File: src/rtl/gn2d_pkg.sv
// Shared constants, types and the gradient lookup table for the 2D gradient noise block.
// No dependencies; every other file except gn2d_chk imports this package.
package gn2d_pkg;

  localparam int ANGLE_BITS = 10;
  localparam int FRAC_BITS  = 16;
  localparam int ONE        = 2 ** FRAC_BITS;

  localparam logic [31:0] HASH_M1 = 32'd3284157443;
  localparam logic [31:0] HASH_M2 = 32'd1911520717;
  localparam logic [31:0] HASH_M3 = 32'd2048419325;
  localparam logic [63:0] HALF_PI_Q30 = 64'd1686629713;

  // gradient component width (Q1.14 magnitude, 0..16384) and signed form
  localparam int CW    = 15;
  localparam int GW    = CW + 1;
  localparam int TAB_N = 2 ** (ANGLE_BITS - 2);

  localparam int NW = FRAC_BITS + 4;   // corner dot / blend values
  localparam int FW = FRAC_BITS + 6;   // fade polynomial

  localparam int QDEPTH   = 4;
  localparam int QAW      = 2;
  localparam int ODEPTH   = 16;
  localparam int OAW      = 4;
  localparam int PIPE_LEN = 10;

  localparam logic [1:0] QUAD0 = 2'd0;
  localparam logic [1:0] QUAD1 = 2'd1;
  localparam logic [1:0] QUAD2 = 2'd2;

  typedef struct packed {
    logic [31:0]          x0;
    logic [31:0]          y0;
    logic [FRAC_BITS-1:0] fx;
    logic [FRAC_BITS-1:0] fy;
  } cell_t;

  typedef logic [2*CW-1:0] gtab_t [TAB_N];

  // {cos, sin} of the first quadrant angles, Taylor series in Q2.30, rounded to Q1.14
  function automatic gtab_t build_gtab();
    gtab_t                tab;
    longint unsigned      frac;
    longint unsigned      theta;
    longint unsigned      th2;
    longint unsigned      term;
    longint               s_sum;
    longint               c_sum;
    longint               cq;
    longint               sq;
    for (int i = 0; i < TAB_N; i++) begin
      frac  = 64'(i) << (32 - ANGLE_BITS);
      theta = (frac * HALF_PI_Q30) >> 30;
      th2   = (theta * theta) >> 30;
      term  = theta;
      s_sum = $signed(term);
      for (int n = 1; n <= 4; n++) begin
        term  = ((term * th2) >> 30) / 64'((2 * n) * (2 * n + 1));
        s_sum = (n % 2 == 1) ? s_sum - $signed(term) : s_sum + $signed(term);
      end
      term  = 64'd1 << 30;
      c_sum = $signed(term);
      for (int n = 1; n <= 5; n++) begin
        term  = ((term * th2) >> 30) / 64'((2 * n - 1) * (2 * n));
        c_sum = (n % 2 == 1) ? c_sum - $signed(term) : c_sum + $signed(term);
      end
      cq = (c_sum + 64'sd32768) >>> 16;
      sq = (s_sum + 64'sd32768) >>> 16;
      if (cq < 0) cq = 0;
      if (cq > 16384) cq = 16384;
      if (sq < 0) sq = 0;
      if (sq > 16384) sq = 16384;
      tab[i] = {cq[CW-1:0], sq[CW-1:0]};
    end
    return tab;
  endfunction

  localparam gtab_t GTAB = build_gtab();

endpackage

File: src/rtl/gn2d_front.sv
// Input stage: takes a beat, splits the point into lattice cell and fraction.
// Depends on gn2d_pkg.
module gn2d_front (
  input  logic                  clk,
  input  logic                  rst,
  input  logic                  push,
  output logic                  full,
  input  logic signed [31:0]    x_coord,
  input  logic signed [31:0]    y_coord,
  input  logic                  q_full,
  output logic                  q_wr,
  output gn2d_pkg::cell_t       q_data
);
  import gn2d_pkg::*;

  logic  fv;
  logic  fv_next;
  cell_t fcell;

  assign full    = fv && q_full;
  assign q_wr    = fv && !q_full;
  assign q_data  = fcell;
  assign fv_next = (fv && q_full) || (push && !full);

  always_ff @(posedge clk) begin
    if (rst) begin
      fv <= 1'b0;
    end else begin
      fv <= fv_next;
    end
  end

  always_ff @(posedge clk) begin
    if (push && !full) begin
      fcell.x0 <= x_coord >>> FRAC_BITS;
      fcell.y0 <= y_coord >>> FRAC_BITS;
      fcell.fx <= x_coord[FRAC_BITS-1:0];
      fcell.fy <= y_coord[FRAC_BITS-1:0];
    end
  end

endmodule

File: config.mk
export PLATFORM = sky130hd
export DESIGN_NAME = gn2d_front
export DESIGN_NICKNAME = d
export VERILOG_FILES = /design/src/rtl/gn2d_pkg.sv /design/src/rtl/gn2d_front.sv
export SDC_FILE = /design/constraint.sdc
export NUM_CORES = 1
export LEC_CHECK = 0
export ABC_CLOCK_PERIOD_IN_PS = 4250
export BUFFER_PORTS_ARGS = -buffer_cell sky130_fd_sc_hd__buf_2
export CAP_MARGIN = 20
export CORE_ASPECT_RATIO = 1.75
export CORE_MARGIN = 2
export CORE_UTILIZATION = 39
export DETAILED_ROUTE_END_ITERATION = 8
export PLACE_DENSITY = 0.9
export SLEW_MARGIN = 15
export SYNTH_ARGS = -nofsm -noshare
export SYNTH_HDL_FRONTEND = slang
export SYNTH_SLANG_ARGS = --single-unit
export TNS_END_PERCENT = 50
File: constraint.sdc
create_clock -name clk -period 4.25 [get_ports clk]
set_input_delay 1.0625 -clock clk [delete_from_list [all_inputs] [get_ports clk]]
set_output_delay 1.0625 -clock clk [all_outputs]
set_load 0.1 [all_outputs]
# ---- Word-level counts from Yosys, hierarchy flattened
# Cells that the tools add are included.
dict set report classes {
  n_reduce_logical 6
}
# operator n
set op_table {}
lappend op_table {{1-bit logical AND} 3}
lappend op_table {{1-bit zero test} 2}
lappend op_table {{1-bit logical OR} 1}
dict set report totals {
  register_bits 65
  inputBits 68
  out_inout_bits 98
}

# ---- Logic depth before layout (Yosys ltp)
dict set report depth {
  word_depth 4
  ltp_mapped 2
  depth_no_buf 2
}

# ---- Worst setup path before layout
# Ideal clock, no wire load.
dict set report synth_timing {
  path_kind {in2reg}
  start {in q_full}
  end {reg fcell (netlist bit q_data[0]) (enable)}
  setup_ps 435
  arrival_ps 3016
  required_time_ps 3815
  slack_ps 799
  path_stages 2
  cell_sequence {and2_4 -> nor2b_2}
}
dict set report synth_via {
  elab_chain_cells 3
}
# item line
set synth_lines {}
lappend synth_lines {{from (decl)} gn2d_front.sv:10} ;# input logic q_full,
lappend synth_lines {{1-bit logical AND} gn2d_front.sv:20} ;# assign full = fv && q_full;
lappend synth_lines {{1-bit zero test} gn2d_front.sv:34} ;# if (push && !full) begin
lappend synth_lines {{1-bit logical AND} gn2d_front.sv:34}
lappend synth_lines {{to (decl)} gn2d_front.sv:18} ;# cell_t fcell;
# Every way passes these cells.
# A chain may end at the register's enable or synchronous reset.

# ---- Worst setup path after layout
dict set report layout_timing {
  start {in q_full}
  end {out q_wr}
}
dict set report layout_via {
  elab_chain_cells 2
}
# item line
set layout_lines {}
lappend layout_lines {{1-bit zero test} gn2d_front.sv:21} ;# assign q_wr = fv && !q_full;
lappend layout_lines {{1-bit logical AND} gn2d_front.sv:21}
lappend layout_lines {{to (decl)} gn2d_front.sv:11} ;# output logic q_wr,
# Every way passes these cells.

==> summary.txt <==
CTS
  • Buffer count from post-CTS setup fixing: 0
  • Number of instances resized during post-cts repair: 0
  • TritonCTS clock tree: built
  • Clock Tree Buf Depth: 2
  • Clock slew at the register clock pins of the worst setup and hold paths: 70 ps
  • Number of buffers added to fix hold violations after cts: 0
  • Buffer cell driving the clock tree root: sky130_fd_sc_hd__clkbuf_8
  • Total clock buffers created by CTS: 9
  • Clock latency at the later pin of the worst-skew pair: 330 ps
  • Htree depth: 3
  • Num Clock Sinks: 65

Global route
  • Total Routing Usage GR: 0.150
  • Antenna violations before repair: 0
  • Pin count of the biggest net entering global routing: 34
  • First-pass GRT wire length: 6650 microns
  • Number of global-route vias before repair: ~1400
  • Remaining global-route overflow: 0

Critical path
  • Slowest cell delay on critical path: 410 ps
  • Worst Path Class, Setup: in2out
  • List of cells traversed by the critical path: buf_2 > and2b_2 > buf_2
  • Count of buffering cells on the critical path with inverters included: 2
  • Worst path required time: 3190 ps
  • Max stage delay cell, worst path: sky130_fd_sc_hd__buf_2
  • CP Launch Type: primary input
  • Most common cell type on the critical path: sky130_fd_sc_hd__buf_2
  • Crit-path leading delay family: buffers and inverters
  • Worst-path fanout max: 3
  • Arrival time reported for the critical path endpoint: 1780 ps
  • Endpoint class of the critical path: output pin

Drt
  • ANT nets after route: 0
  • Iter 0 DRT Violations: 55
  • Vias after detailed routing: 1367
  • Drt drc: 0
  • Vias per cell: about 4.2
  • Detailed Route WL: 4500 microns
  • TritonRoute pass-1 iters: 4
  • Routed wire per std cell: 13.7 microns

Run status
  • Outcome: finished clean

Synth
  • XOR/XNOR share of the synthesized area: 0
  • Number of nets produced by synthesis: between 150 and 200
  • Register bit total from synthesis: 65
  • Count of warnings emitted by yosys: 0
  • Leading post-synthesis cells by cell area: sky130_fd_sc_hd__edfxtp_1 87%, sky130_fd_sc_hd__buf_4 11%, sky130_fd_sc_hd__dfxtp_1 0.90%
  • Multiplexer share of the synthesized area: 0
  • Adder-Cell Fraction of Synth Area: 0
  • Dominant combinational cell family by area after synthesis: buffers and inverters
  • Yosys cell types: 8
  • Sequential cell area fraction in the yosys report: 0.876
  • Compound-gate portion of the synthesized area: 0.00226
  • Netlist area before placement: 2220 sq um
  • Mapped Cells: slightly above 100
  • Basic-gate share of the synthesized area counting and, or, nand and nor cells: 0.0135
  • Syn avg cell area: 21.7 sq um
  • Cell type contributing the most total cell area after synthesis: sky130_fd_sc_hd__edfxtp_1
  • Share of the synthesized area in the top cell type: 0.867

Layout
  • FILL cells: 464
  • Final antenna diode count: 0
  • Area growth, synth to finish: 41.0%
  • Final core area utilization: 0.564
  • Fraction of layout cells with a size suffix above 1: 0.714
  • Post-route insts no fill: 328
  • Top library cells by usage in the layout, fill and taps aside: 165 x sky130_fd_sc_hd__buf_2, 64 x sky130_fd_sc_hd__edfxtp_1, 9 x sky130_fd_sc_hd__clkbuf_8
  • Most common cell after layout, fill and taps aside: sky130_fd_sc_hd__buf_2
  • Number of nets at the end of the flow: 315

Pwr
  • Power density over the cells: 573 nW/um^2
  • Leak Pwr: approximately 1.4 nW
  • VDD IR-drop max: 0.000267 V
  • Final Power: 0.00179 W

Placement
  • Port buffer count: 165
  • Pre-CTS WS: 1410 ps
  • Final weighted congestion in routability-driven placement: 0.690
  • Post-detail-place hpwl: 3420 microns
  • Inst Count DP: 312

Flow run
  • Max-cap viol count: 0

Timing
  • Final setup vio count: 0
  • Final Hold Violating Endpoints: 0
  • Aggregate negative setup slack: 0 ps
  • RSZ-0062 raised after global routing: false
  • Fin worst setup slack: 1410 ps
  • Setup skew after layout: 8.70 ps
  • Max-slew headroom: 0.400
  • Max Slew Vio Count: 0
  • Tightest Pin Transition: 899 ps
  • Final critical-path share of the clock period: 0.669
  • Max Fclk: roughly 0.35 GHz
  • Final critical delay including setup and external delays: roughly 2800 ps

Die
  • Core Area: roughly 5500 sq um
  • Number of placement rows: 36
  • Effective utilization at floorplan: 0.400
  • Die Height: 104 microns
  • I/O pin count: between 150 and 200
  • Die width: 61.0 microns
  • Die area: 6330 sq um

Worst hold path
  • Worst min path class: reg2reg
cell usage after synthesis:
master,n
sky130_fd_sc_hd__dfxtp_1,1
sky130_fd_sc_hd__buf_4,32
sky130_fd_sc_hd__a21oi_1,1
sky130_fd_sc_hd__nor2b_2,1
sky130_fd_sc_hd__edfxtp_1,64
sky130_fd_sc_hd__and2b_2,1
sky130_fd_sc_hd__and2_4,1
sky130_fd_sc_hd__nor2_1,1
area by class of cell:
class	count	area (sq um)	area share
Clock inverter	4	67.6	0.0216
Tap cell	76	95.1	0.0304
Clock buffer	12	135	0.0432
Multi-Input combinational cell	5	40.0	0.0128
Timing Repair Buffer	166	846	0.271
Sequential cell	65	1940	0.621
worst min-delay path: stages, from the launching register on:
cell	delay (ps)
sky130_fd_sc_hd__dfxtp_1	350
sky130_fd_sc_hd__a21oi_1	70
sky130_fd_sc_hd__nor2_1	60
worst paths after layout:
kind / startpoint / endpoint / slack, ps / cells after the start
max: q_full / q_wr / 1410 / 3
min: fv / fv / 520 / 2
max reg2reg: fv / q_data[45] / 2470 / 3
min reg2reg: fv / fv / 520 / 2
layer usage:
layer | global-route usage | vias up | wire length, microns | part of all wire
met5 | 0 | - | 0 | 0
met2 | 0.236 | 99 | 2420 | 0.54
li1 | - | 633 | - | -
met4 | 0.104 | 0 | 112 | 0.025
met1 | 0.163 | 624 | 1610 | 0.36
met3 | 0.0499 | 11 | 357 | 0.079
logic make-up after synthesis:
logic type,count (synthesis)
flip-flops,65
buffers and inverters,32
AND/OR/NAND/NOR,4
AO/OA/AOI/OAI,1
sequential cells by signal, summed over array words and instances (netlist names):
signal / count
fv: 1
q_data: 64
through the flow:
step / hold WS (ps) / area (sq um)
final: 519 / 3130
after global routing: 561 / 3130
after detailed placement: 504 / 2920
after CTS: 520 / 3130
after global placement: 486 / 2920
after floorplan: 467 / 2220
where the power goes:
| part | internal [W] | leakage [nW] | switching, W |
|---|---|---|---|
| clock network | 0.000327 | 0.0997 | 0.000211 |
| logic | 0.0000594 | 0.682 | 0.000433 |
| registers | 0.000749 | 0.627 | 0.0000113 |
(Power assumes the default switching activity.)
