<file path="src/rtl/gn2d_pkg.sv">
// Shared constants, types and the gradient lookup table for the 2D gradient noise block.
// No dependencies; every other file except gn2d_chk imports this package.
package gn2d_pkg;

  localparam int ANGLE_BITS = 10;
  localparam int FRAC_BITS  = 16;
  localparam int ONE        = 2 ** FRAC_BITS;

  localparam logic [31:0] HASH_M1 = 32'd3284157443;
  localparam logic [31:0] HASH_M2 = 32'd1911520717;
  localparam logic [31:0] HASH_M3 = 32'd2048419325;
  localparam logic [63:0] HALF_PI_Q30 = 64'd1686629713;

  // gradient component width (Q1.14 magnitude, 0..16384) and signed form
  localparam int CW    = 15;
  localparam int GW    = CW + 1;
  localparam int TAB_N = 2 ** (ANGLE_BITS - 2);

  localparam int NW = FRAC_BITS + 4;   // corner dot / blend values
  localparam int FW = FRAC_BITS + 6;   // fade polynomial

  localparam int QDEPTH   = 4;
  localparam int QAW      = 2;
  localparam int ODEPTH   = 16;
  localparam int OAW      = 4;
  localparam int PIPE_LEN = 10;

  localparam logic [1:0] QUAD0 = 2'd0;
  localparam logic [1:0] QUAD1 = 2'd1;
  localparam logic [1:0] QUAD2 = 2'd2;

  typedef struct packed {
    logic [31:0]          x0;
    logic [31:0]          y0;
    logic [FRAC_BITS-1:0] fx;
    logic [FRAC_BITS-1:0] fy;
  } cell_t;

  typedef logic [2*CW-1:0] gtab_t [TAB_N];

  // {cos, sin} of the first quadrant angles, Taylor series in Q2.30, rounded to Q1.14
  function automatic gtab_t build_gtab();
    gtab_t                tab;
    longint unsigned      frac;
    longint unsigned      theta;
    longint unsigned      th2;
    longint unsigned      term;
    longint               s_sum;
    longint               c_sum;
    longint               cq;
    longint               sq;
    for (int i = 0; i < TAB_N; i++) begin
      frac  = 64'(i) << (32 - ANGLE_BITS);
      theta = (frac * HALF_PI_Q30) >> 30;
      th2   = (theta * theta) >> 30;
      term  = theta;
      s_sum = $signed(term);
      for (int n = 1; n <= 4; n++) begin
        term  = ((term * th2) >> 30) / 64'((2 * n) * (2 * n + 1));
        s_sum = (n % 2 == 1) ? s_sum - $signed(term) : s_sum + $signed(term);
      end
      term  = 64'd1 << 30;
      c_sum = $signed(term);
      for (int n = 1; n <= 5; n++) begin
        term  = ((term * th2) >> 30) / 64'((2 * n - 1) * (2 * n));
        c_sum = (n % 2 == 1) ? c_sum - $signed(term) : c_sum + $signed(term);
      end
      cq = (c_sum + 64'sd32768) >>> 16;
      sq = (s_sum + 64'sd32768) >>> 16;
      if (cq < 0) cq = 0;
      if (cq > 16384) cq = 16384;
      if (sq < 0) sq = 0;
      if (sq > 16384) sq = 16384;
      tab[i] = {cq[CW-1:0], sq[CW-1:0]};
    end
    return tab;
  endfunction

  localparam gtab_t GTAB = build_gtab();

endpackage

</file>
<file path="src/rtl/gn2d_queue.sv">
// Short queue of split points between the input stage and the noise pipeline.
// Depends on gn2d_pkg.
module gn2d_queue (
  input  logic            clk,
  input  logic            rst,
  input  logic            wr,
  input  gn2d_pkg::cell_t wr_data,
  input  logic            rd,
  output logic            full,
  output logic            empty,
  output gn2d_pkg::cell_t head
);
  import gn2d_pkg::*;

  cell_t          mem [QDEPTH];
  logic [QAW-1:0] wp;
  logic [QAW-1:0] rp;
  logic [QAW:0]   cnt;

  assign full  = (cnt == (QAW+1)'(QDEPTH));
  assign empty = (cnt == '0);
  assign head  = mem[rp];

  always_ff @(posedge clk) begin
    if (rst) begin
      wp  <= '0;
      rp  <= '0;
      cnt <= '0;
    end else begin
      if (wr) wp <= wp + 1'b1;
      if (rd) rp <= rp + 1'b1;
      cnt <= cnt + (QAW+1)'(wr) - (QAW+1)'(rd);
    end
  end

  always_ff @(posedge clk) begin
    if (wr) mem[wp] <= wr_data;
  end

endmodule

</file>
<file path="config.mk">
export PLATFORM = sky130hd
export DESIGN_NAME = gn2d_queue
export DESIGN_NICKNAME = d
export VERILOG_FILES = /design/src/rtl/gn2d_pkg.sv /design/src/rtl/gn2d_queue.sv
export SDC_FILE = /design/constraint.sdc
export NUM_CORES = 1
export LEC_CHECK = 0
export ABC_AREA = 1
export ABC_CLOCK_PERIOD_IN_PS = 5800
export BUFFER_PORTS_ARGS = -buffer_cell sky130_fd_sc_hd__buf_2
export CAP_MARGIN = 20
export CELL_PAD_IN_SITES_DETAIL_PLACEMENT = 0
export CELL_PAD_IN_SITES_GLOBAL_PLACEMENT = 1
export CORE_UTILIZATION = 51
export CTS_CLUSTER_DIAMETER = 80
export DETAILED_ROUTE_END_ITERATION = 12
export PLACE_DENSITY = 0.85
export SYNTH_ARGS = -nofsm -noshare
export SYNTH_HDL_FRONTEND = slang
export SYNTH_SLANG_ARGS = --single-unit
</file>
<file path="constraint.sdc">
create_clock -name clk -period 5.8 [get_ports clk]
set_input_delay 0.58 -clock clk [delete_from_list [all_inputs] [get_ports clk]]
set_output_delay 0.58 -clock clk [all_outputs]
set_load 0.01 [all_outputs]
</file>
Word level (Yosys, flattened, before mapping):

Memory sizes are Yosys's and may differ from the RTL's. A register that Yosys moved wholly into a read port is not among the register bits.
Cells that the tools add are included.

* bits in registers: 7
* bits in writable memories: 384
* input port bits: 100
* output and inout port bits: 98
* logic and storage cells: 14
* memories: 1

Memories
* mem: words 4, width 96, read ports 1, clocked after Yosys merged registers in 1, write ports 1, RTL line gn2d_queue.sv:15 `cell_t mem [QDEPTH];`

* add/sub/neg operators: 4
* eq/ne operators: 1
* mux-type cells: 4
* reduce and logical (&&, ||, !) cells: 1

Operator list (number)
* adder 2 x 1 -> 2 bit (second input constant): 2
* two-way mux 2 bit: 2
* adder 3 x 1 -> 3 bit: 1
* equality test 3 bit (second input constant): 1
* logical NOT 3 bit: 1
* subtractor 3 x 1 -> 3 bit: 1
* two-way mux 1 bit: 2

Depth between registers and ports, before layout:

Gate-level depths: netlist of run 1.

* depth after elaboration: 3
* depth in mapped cells: 8
* gate-level depth less buffers: 8

Worst setup path before layout of run 1:

OpenSTA, ideal clock, no wires.

* kind: in2reg
* start: in wr
* end: mem mem[0][0] (netlist bit) (enable)
* setup time: 450 ps
* arrival: 2469 ps
* required time: 5350 ps
* path slack: 2882 ps
* stages on the path: 2
* buffers on the path: 0
* cells stage by stage: nand2_1 -> inv_1

* word-level cells in the longest chain between the ends: 2

Ends and longest elaborated chain
* start: declaration: RTL line gn2d_queue.sv:6 `input logic wr,`
* two-way mux 1 bit: RTL line gn2d_queue.sv:37 `if (wr) mem[wp] <= wr_data;`
* two-way mux 1 bit (implied by the code): RTL line gn2d_queue.sv:37
* end: declaration: RTL line gn2d_queue.sv:15

Every way passes these cells.

==> metrics.log, run 1 <==
INFO  metric layout_commonest_cell = sky130_fd_sc_hd__edfxtp_1
INFO  metric number_of_buffers_inserted_during_clock_tree_synthesis = 41
INFO  metric synth-compound-area-share = 12.7%
INFO  metric io_pins = 198
INFO  metric synth.area.mux_share = 0%
INFO  metric switching_power_as_a_share_of_total_power = 21.9%
INFO  metric initial_utilization = 52.0%
INFO  metric path_cells = buf_12, o211ai_1, nand2_1, buf_2
INFO  metric final-max-slew-violation-count = 0
INFO  metric growth_of_design_area_from_synthesis_to_finish = 14.7%
INFO  metric die_x = 179 um
INFO  metric level_count_of_the_clock_h_tree = 2
INFO  metric crit_slowest_cell = sky130_fd_sc_hd__buf_12
INFO  metric synth_xor_xnor_area_share = 0%
INFO  metric achievable-frequency = 340 MHz
INFO  metric die-area = 32,000 sq um
INFO  metric max-cap-violations = 0
INFO  metric post-route-min-period = 2.94 ns
INFO  metric power.combinational.fraction = 9.4%
INFO  metric syn-mean-instance-area = 13.6 sq um
INFO  metric grt_start_max_net_pins = 201
INFO  metric clock_group_share_of_total_power = 39.1%
INFO  metric global_route.usage.total = 17.3%
INFO  metric placement.setup.worst_slack = 3.19 ns
INFO  metric timing.final.hold_violations = 0
INFO  metric core.rowCount = 64
INFO  metric path_class = reg2out
INFO  metric timing.setup.tns = 0 ns
INFO  metric cp_data_arrival_time = 2.36 ns
INFO  metric finalWeightedCongestion = 0.694
INFO  metric iteration_count_of_the_initial_detailed_routing_pass = 5
INFO  metric dpl.hpwl = 15,400 um
INFO  metric max_slew.worst_pin.slew = 1.25 ns
INFO  metric synth.yosys.warnings = 0
INFO  metric routed_wl = 27,700 um
INFO  metric grt_first_pass_wirelength = 42,500 um
INFO  metric syn-cell-area = 15,900 sq um
INFO  metric num-nets-final = 1,466
INFO  metric postCtsResizedCells = 0
INFO  metric fill_cells = 2,358
INFO  metric placeable_area = 30,700 sq um
INFO  metric hold_path_class = in2reg
INFO  metric placed_cell_area = 17,000 sq um
INFO  metric sequentialPowerShare = 51.5%
INFO  metric worst-path-max-fanout = 192
INFO  metric critPathLaunchType = flop
INFO  metric drt_iter0_markers = 551
INFO  metric synth_top_family_by_area = compound AO/OA/AOI/OAI gates
INFO  metric timing.final.ws_setup = 2.86 ns
INFO  metric drtAntennaViolNets = 0
INFO  metric synthesis.nets = 1,283
INFO  metric max_buffers_root_to_sink = 3
INFO  metric post_synth_fa_ha_maj_area_fraction = 0.596%
INFO  metric worstSkewPairLatency = 0.51 ns
INFO  metric max_stage_delay = 0.59 ns
INFO  metric final_layout_size_suffix_gt1_share = 25.1%
INFO  metric critical_path_required = 5.22 ns
INFO  metric cts_tree = yes
INFO  metric synth_sequential_area_ratio = 73.5%
INFO  metric route.vias.total = 8,845
INFO  metric grt_antenna_before_repair = 2
INFO  metric cts.sinks = 393
INFO  metric relSlewSlack = 16.5%
INFO  metric run_status = finished, final reports clean
INFO  metric synthCells = 1,176
INFO  metric fin_worst_skew = 0.0123 ns
INFO  metric final-setup-viol-count = 0
INFO  metric number_of_global_route_vias_before_repair = 8,516
INFO  metric post-route-util = 59.6%
INFO  metric vias_per_cell = 4.95
INFO  metric power_density = 349 nW/um^2
INFO  metric dieHeight = 179 um
INFO  metric cellLeakagePower = 7.07 nW
INFO  metric post_route_drc = 0
INFO  metric hold_buffers_post_cts = 0
INFO  metric grt-ovfl-total = 0
INFO  metric synth_seq_cells = 393
INFO  metric critPathCaptureType = primary output
INFO  metric postCtsSetupBuffers = 0
INFO  metric intPower = 0.00498 W
INFO  metric cts_root_buf = sky130_fd_sc_hd__clkbuf_16
INFO  metric power.ir.vdd_worst = 0.270 mV
INFO  metric most-common-layout-cells = sky130_fd_sc_hd__edfxtp_1, sky130_fd_sc_hd__inv_1, sky130_fd_sc_hd__nand2_1, sky130_fd_sc_hd__buf_2, sky130_fd_sc_hd__o211ai_1
INFO  metric place.port_buffers = 197
INFO  metric post_synth_and_or_nand_nor_area_fraction = 4.87%
INFO  metric netSwitchingPower = 0.00140 W
INFO  metric post_drt_wl_per_cell = 15.5 um
INFO  metric clock_transition_at_path_regs = 0.06 ns
INFO  metric finalCritPeriodShare = 50.6%
INFO  metric synth_cell_types = 20
INFO  metric postLayoutCellArea = 18,300 sq um
INFO  metric grt_setup_unrepaired = no
==> cells by family (layout without fill, tap and decap cells) <==
group | Yosys count | in the layout
DFF | 393 | 393
buffers and inverters | 272 | 485
other | 0 | 3
adders and majority gates | 7 | 7
and+or+nand+nor | 206 | 206
AOI/OAI and AO/OA | 298 | 298
==> state kept, by name, summed over array words and instances, names as in the netlist, named ones only <==
| signal | cells |
|---|---|
| cnt | 3 |
| mem | 384 |
| rp | 2 |
| wp | 2 |
==> layout make-up <==
cell class,instances,area (sq um),share of cell area (%)
clock inverters,21,225,1.23
flip-flops and latches,393,11700,64.1
repair buffers,204,1080,5.89
inverters,208,791,4.32
clock buffers,52,1070,5.84
well taps,396,495,2.71
multi-input cells,511,2900,15.9
diodes,3,7.51,0.0411
==> Yosys cell counts, drive strengths merged <==
master	n	area share, %
fa	1	0.13
edfxtp	384	72
inv	208	4.9
a21oi	102	5.1
o21ai	100	3.1
buf	63	3.4
o211ai	96	4.5
nand2	200	4.7
nor3	1	0.031
dfxtp	9	1.1
nand3	1	0.031
clkbuf	1	0.024
nor2	4	0.094
ha	6	0.47
==> power groups by stage <==
| stage | combinational (W) | clock (W) | sequential [W] |
|---|---|---|---|
| after global placement | 0.000594 | 0 | 0.00334 |
| after global routing | 0.000674 | 0.00266 | 0.00329 |
| final | 0.000600 | 0.00249 | 0.00328 |
| after floorplan | 0.000403 | 0 | 0.00334 |
| after CTS | 0.000612 | 0.00255 | 0.00328 |
| after detailed placement | 0.000610 | 0 | 0.00334 |
==> final timing paths <==
path | end | slack (ns) | from | cells after the start
worst max register to register | mem[2][85]$_DFFE_PP_ | 3.43 | wp[0]$_SDFFE_PP0P_ | 5
worst max-delay path | head[90] | 2.86 | flop | 4
worst min-delay path | cnt[0]$_SDFF_PP0_ | 0.26 | rst | 2
worst min register to register | flop | 0.48 | rp[1]$_SDFFE_PP0P_ | 2
==> metal layers <==
layer / share of wire, % / vias up / GRT usage, %
met2: 51 / 170 / 31.1
met1: 41 / 4162 / 20.8
li1: - / 4467 / -
met5: 0.047 / - / 0
met4: 2.1 / 2 / 5.12
met3: 5.5 / 44 / 3.71
==> per-stage QoR <==
step                      std cells  hold WS, ns  power [W]
after floorplan                1176        0.436    0.00374
after global placement         1712        0.438    0.00393
after detailed placement       1712        0.469    0.00395
after CTS                      1785        0.238    0.00645
after global routing           1785        0.244    0.00662
final                          1788        0.258    0.00637
==> critical path: cells and delay by family (launching register included) <==
| kind | cells | cell delay, ns |
|---|---|---|
| DFF | 1 | 0.35 |
| buffers and inverters | 2 | 0.74 |
| AOI/OAI and AO/OA | 1 | 0.22 |
| and+or+nand+nor | 1 | 0.18 |
Power figures use the tool's default switching activity.
==> inputs of run 2 (changes only) <==
ABC_CLOCK_PERIOD_IN_PS = 2690   (was 5800)
CORE_UTILIZATION = 43   (was 51)
PLACE_DENSITY = 0.77   (was 0.85)
clock period = 2.69 ns   (was 5.8 ns; I/O delays follow)
==> metrics.log, run 2 (synthesis results as in run 1) <==
INFO  metric post-route-min-period = 2.32 ns
INFO  metric grt_start_max_net_pins = 77
INFO  metric cts_root_buf = sky130_fd_sc_hd__clkbuf_16
INFO  metric vias_per_cell = 4.77
INFO  metric initial_utilization = 43.7%
INFO  metric cts.sinks = 393
INFO  metric path_class = reg2out
INFO  metric max-cap-violations = 0
INFO  metric largest_register_ffs = 384
INFO  metric worst-r2r-setup-slack = 0.97 ns
INFO  metric iteration_count_of_the_initial_detailed_routing_pass = 4
INFO  metric critical_path_required = 2.42 ns
INFO  metric clock_group_share_of_total_power = 39.3%
INFO  metric fill_cells = 2,984
INFO  metric max_buffers_root_to_sink = 3
INFO  metric global_route.usage.total = 16.2%
INFO  metric clock_transition_at_path_regs = 0.06 ns
INFO  metric grt_first_pass_wirelength = 48,000 um
INFO  metric hold_buffers_post_cts = 98
INFO  metric sequentialPowerShare = 50.3%
INFO  metric antenna_diode_count = 0
INFO  metric worstSkewPairLatency = 0.55 ns
INFO  metric core.rowCount = 70
INFO  metric growth_of_design_area_from_synthesis_to_finish = 23.5%
INFO  metric finalCritPeriodShare = 86.2%
INFO  metric layout_commonest_cell = sky130_fd_sc_hd__edfxtp_1
INFO  metric final_layout_size_suffix_gt1_share = 24.7%
INFO  metric most-common-layout-cells = sky130_fd_sc_hd__edfxtp_1, sky130_fd_sc_hd__inv_1, sky130_fd_sc_hd__nand2_1, sky130_fd_sc_hd__buf_2, sky130_fd_sc_hd__dlygate4sd3_1
INFO  metric timing.final.ws_setup = 0.371 ns
INFO  metric place.port_buffers = 197
INFO  metric post_drt_wl_per_cell = 15.2 um
INFO  metric run_status = finished, final reports clean
INFO  metric io_pins = 198
INFO  metric post_route_drc = 0
INFO  metric grt_setup_unrepaired = no
INFO  metric intPower = 0.0109 W
INFO  metric placeable_area = 36,500 sq um
INFO  metric hold_path_class = in2reg
INFO  metric level_count_of_the_clock_h_tree = 2
INFO  metric number_of_global_route_vias_before_repair = 9,357
INFO  metric power_density = 715 nW/um^2
INFO  metric power.ir.vdd_worst = 0.547 mV
INFO  metric placed_cell_area = 17,400 sq um
INFO  metric number_of_buffers_inserted_during_clock_tree_synthesis = 41
INFO  metric routed_wl = 30,000 um
INFO  metric critPathLaunchType = flop
INFO  metric postLayoutCellArea = 19,700 sq um
INFO  metric postCtsResizedCells = 0
INFO  metric finalWeightedCongestion = 0.739
INFO  metric relSlewSlack = 69.9%
INFO  metric die_x = 195 um
INFO  metric final-setup-viol-count = 0
INFO  metric die-area = 37,800 sq um
INFO  metric path_cells = buf_12, buf_12, nand2_1, o211ai_1, nand2_1, buf_2
INFO  metric max_stage_delay = 0.59 ns
INFO  metric num-nets-final = 1,584
INFO  metric switching_power_as_a_share_of_total_power = 22.6%
INFO  metric grt-ovfl-total = 0
INFO  metric placement.setup.worst_slack = 0.916 ns
INFO  metric dpl.hpwl = 17,400 um
INFO  metric multi_input_comb_area = 2900 sq um
INFO  metric worst-path-max-fanout = 33
INFO  metric registers.top_by_ff_count = mem
INFO  metric critPathCaptureType = primary output
INFO  metric route.vias.total = 9,426
INFO  metric postCtsSetupBuffers = 0
INFO  metric timing.final.hold_violations = 0
INFO  metric power.combinational.fraction = 10.4%
INFO  metric cp_data_arrival_time = 2.05 ns
INFO  metric cts_tree = yes
INFO  metric drt_iter0_markers = 340
INFO  metric fin_worst_skew = 0.0159 ns
INFO  metric register_area = 11,700 sq um
INFO  metric grt_antenna_before_repair = 0
INFO  metric timing.setup.tns = 0 ns
INFO  metric final-max-slew-violation-count = 0
INFO  metric max_slew.worst_pin.slew = 0.451 ns
INFO  metric drtAntennaViolNets = 0
INFO  metric top_registers = mem x384, cnt x3
INFO  metric crit_slowest_cell = sky130_fd_sc_hd__dfxtp_4
INFO  metric dieHeight = 195 um
INFO  metric cellLeakagePower = 7.62 nW
INFO  metric netSwitchingPower = 0.00319 W
INFO  metric achievable-frequency = 431 MHz
-- run 2: layout make-up --
type / instances / share of cell area, %
sequential: 393 / 59.5
tap: 468 / 2.97
clock buffer: 50 / 5.60
multi-input combinational: 511 / 14.7
inverter: 208 / 4.04
timing repair buffer: 322 / 12.0
clock inverter: 24 / 1.15
-- run 2: per-stage QoR --
stage / cells / hold WS [ns] / utilization [%] / power, W
floorplan: 1176 / 0.340 / - / 0.00807
global placement: 1804 / 0.439 / 47.6 / 0.00855
detailed placement: 1804 / 0.463 / 47.6 / 0.00858
CTS: 1976 / 0.0450 / 53.9 / 0.0142
global route: 1976 / 0.105 / 53.9 / 0.0146
finish: 1976 / 0.0832 / 53.9 / 0.0141
-- run 2: power groups by stage --
stage	Combinational [W]	Clock, W	Sequential (W)
2_1_floorplan	0.000871	0	0.00719
3_3_place_gp	0.00134	0	0.00721
3_5_place_dp	0.00137	0	0.00722
4_1_cts	0.00149	0.00567	0.00709
5_1_grt	0.00163	0.00590	0.00711
6_report	0.00146	0.00553	0.00709
-- run 2: worst paths after layout --
kind | startpoint | endpoint | cells after the start
worst max-delay path | flop | head[43] | 6
worst min-delay path | wr | wp[0]$_SDFFE_PP0P_ | 3
worst max register to register | wp[0]$_SDFFE_PP0P_ | mem[0][32]$_DFFE_PP_ | 5
worst min register to register | rp[1]$_SDFFE_PP0P_ | flop | 2
-- run 2: critical path: cells and delay by family, from the launching register on --
family                 cells  cell delay, ns
AO/OA/AOI/OAI              1            0.08
buffers and inverters      3            0.60
flip-flops                 1            0.59
AND/OR/NAND/NOR            2            0.17
-- run 2: per-layer routing --
metal / up-vias / routed length, um / GRT usage, %
met5: - / 0 / 0
met3: 46 / 1530 / 3.92
met2: 179 / 14800 / 28.1
li1: 4699 / - / -
met4: 0 / 639 / 5.85
met1: 4502 / 13000 / 19.6
==> inputs of run 3 (changes only) <==
CAP_MARGIN = default   (was 20)
RECOVER_POWER = 50   (was default)
==> metrics.log, run 3 (synthesis results as in run 1) <==
INFO  metric drtAntennaViolNets = 0
INFO  metric globalRouteMet2Util = 28.1%
INFO  metric grt_first_pass_wirelength = 48,000 um
INFO  metric core.rowCount = 70
INFO  metric level_count_of_the_clock_h_tree = 2
INFO  metric most-common-layout-cells = sky130_fd_sc_hd__edfxtp_1, sky130_fd_sc_hd__inv_1, sky130_fd_sc_hd__nand2_1, sky130_fd_sc_hd__clkbuf_1, sky130_fd_sc_hd__buf_2
INFO  metric route.vias.total = 9,418
INFO  metric violations = capacitance limit, slew limit
INFO  metric vias_per_cell = 4.77
INFO  metric placed_cell_area = 17,400 sq um
INFO  metric antenna_diode_count = 0
INFO  metric top_registers = mem x384, cnt x3
INFO  metric global_route.usage.total = 16.2%
INFO  metric grt-ovfl-total = 0
INFO  metric place.port_buffers = 197
INFO  metric num-nets-final = 1,584
INFO  metric drt_iter0_markers = 377
INFO  metric postLayoutCellArea = 19,500 sq um
INFO  metric critPathCaptureType = primary output
INFO  metric power.ir.vdd_worst = 0.547 mV
INFO  metric relSlewSlack = -1.76%
INFO  metric fill_cells = 3,050
INFO  metric clock_transition_at_path_regs = 0.06 ns
INFO  metric max_buffers_root_to_sink = 3
INFO  metric grt_use_met1 = 19.6%
INFO  metric grt_start_max_net_pins = 77
INFO  metric initial_utilization = 43.7%
INFO  metric finalWeightedCongestion = 0.739
INFO  metric final-max-slew-violation-count = 98
INFO  metric dpl.hpwl = 17,400 um
INFO  metric cellLeakagePower = 7.34 nW
INFO  metric iteration_count_of_the_initial_detailed_routing_pass = 4
INFO  metric postCtsSetupBuffers = 0
INFO  metric path_class = reg2out
INFO  metric dieHeight = 195 um
INFO  metric post-route-util = 53.5%
INFO  metric largest_register_ffs = 384
INFO  metric placeable_area = 36,500 sq um
INFO  metric cts_tree = yes
INFO  metric die-area = 37,800 sq um
INFO  metric cts_root_buf = sky130_fd_sc_hd__clkbuf_16
INFO  metric power_density = 720 nW/um^2
INFO  metric post_route_drc = 0
INFO  metric number_of_buffers_inserted_during_clock_tree_synthesis = 41
INFO  metric critPathLaunchType = flop
INFO  metric grt_util_met3 = 3.92%
INFO  metric finalCritPeriodShare = 86.4%
INFO  metric fin_worst_skew = 0.0167 ns
INFO  metric cts.sinks = 393
INFO  metric max-cap-violations = 2
INFO  metric register_area = 11,700 sq um
INFO  metric hold_path_class = in2reg
INFO  metric timing.setup.tns = 0 ns
INFO  metric grt_setup_unrepaired = no
INFO  metric max_slew.worst_pin.slew = 1.53 ns
INFO  metric postCtsResizedCells = 0
INFO  metric growth_of_design_area_from_synthesis_to_finish = 22.5%
INFO  metric worst-path-max-fanout = 33
INFO  metric run_status = finished with violations
INFO  metric final-setup-viol-count = 0
INFO  metric post-route-min-period = 2.32 ns
INFO  metric number_of_global_route_vias_before_repair = 9,357
INFO  metric final_layout_size_suffix_gt1_share = 18.3%
INFO  metric grt_antenna_before_repair = 0
INFO  metric io_pins = 198
INFO  metric multi_input_comb_area = 2900 sq um
INFO  metric die_x = 195 um
INFO  metric critical_path_required = 2.42 ns
INFO  metric achievable-frequency = 430 MHz
INFO  metric worstSkewPairLatency = 0.55 ns
INFO  metric layout_commonest_cell = sky130_fd_sc_hd__edfxtp_1
INFO  metric registers.top_by_ff_count = mem
INFO  metric post_drt_wl_per_cell = 15.2 um
INFO  metric timing.final.hold_violations = 0
INFO  metric cp_data_arrival_time = 2.06 ns
INFO  metric busiest_layer = met2
INFO  metric routed_wl = 30,100 um
==> run 3: layer usage <==
| layer | wire (um) | vias to the layer above |
|---|---|---|
| met5 | 0 | - |
| met4 | 637 | 0 |
| met3 | 1470 | 42 |
| met2 | 14900 | 166 |
| met1 | 13000 | 4514 |
| li1 | - | 4696 |
==> run 3: path summary, 6_finish.rpt <==
kind | startpoint | slack [ns] | cells after the start | to
setup reg to reg | wp[1]$_SDFFE_PP0P_ | 0.48 | 4 | mem[3][51]$_DFFE_PP_
hold / removal | wr | 0.08 | 3 | wp[0]$_SDFFE_PP0P_
hold reg to reg | rp[1]$_SDFFE_PP0P_ | 0.47 | 2 | flop
setup / recovery | flop | 0.37 | 6 | head[43]
==> run 3: cell type report <==
type / count / area share, %
Tap cell: 468 / 3.00
Inverter: 208 / 4.06
Clock buffer: 50 / 5.64
Multi-Input combinational cell: 511 / 14.9
Timing Repair Buffer: 322 / 11.3
Clock inverter: 24 / 1.16
Sequential cell: 393 / 60.0
==> run 3: worst max-delay path, cell delays in order, from the launching register on <==
cell	delay, ns
sky130_fd_sc_hd__dfxtp_4	0.59
sky130_fd_sc_hd__buf_12	0.25
sky130_fd_sc_hd__buf_12	0.21
sky130_fd_sc_hd__nand2_1	0.08
sky130_fd_sc_hd__o211ai_1	0.08
sky130_fd_sc_hd__nand2_1	0.09
sky130_fd_sc_hd__buf_2	0.14
==> run 3: timing repair <==
action,in CTS,in global routing
endpoints found under the hold margin,388,0
endpoints found under the setup margin,0,0
hold buffers,98,0
==> run 3: report_power, final <==
part / switching [W] / leakage [nW] / total, W / internal [W]
logic: 0.000882 / 3.08 / 0.00144 / 0.000560
clock network: 0.00223 / 0.665 / 0.00553 / 0.00330
registers: 0.0000832 / 3.60 / 0.00709 / 0.00700
==> run 3: metrics by stage <==
step	total power, W	hold slack [ns]	std cells	worst slack [ns]
5_1_grt	0.0146	0.105	1976	0.206
6_report	0.0141	0.0814	1976	0.366
2_1_floorplan	0.00807	0.340	1176	0.201
3_5_place_dp	0.00858	0.463	1804	0.916
3_3_place_gp	0.00855	0.439	1804	0.934
4_1_cts	0.0142	0.0450	1976	0.313
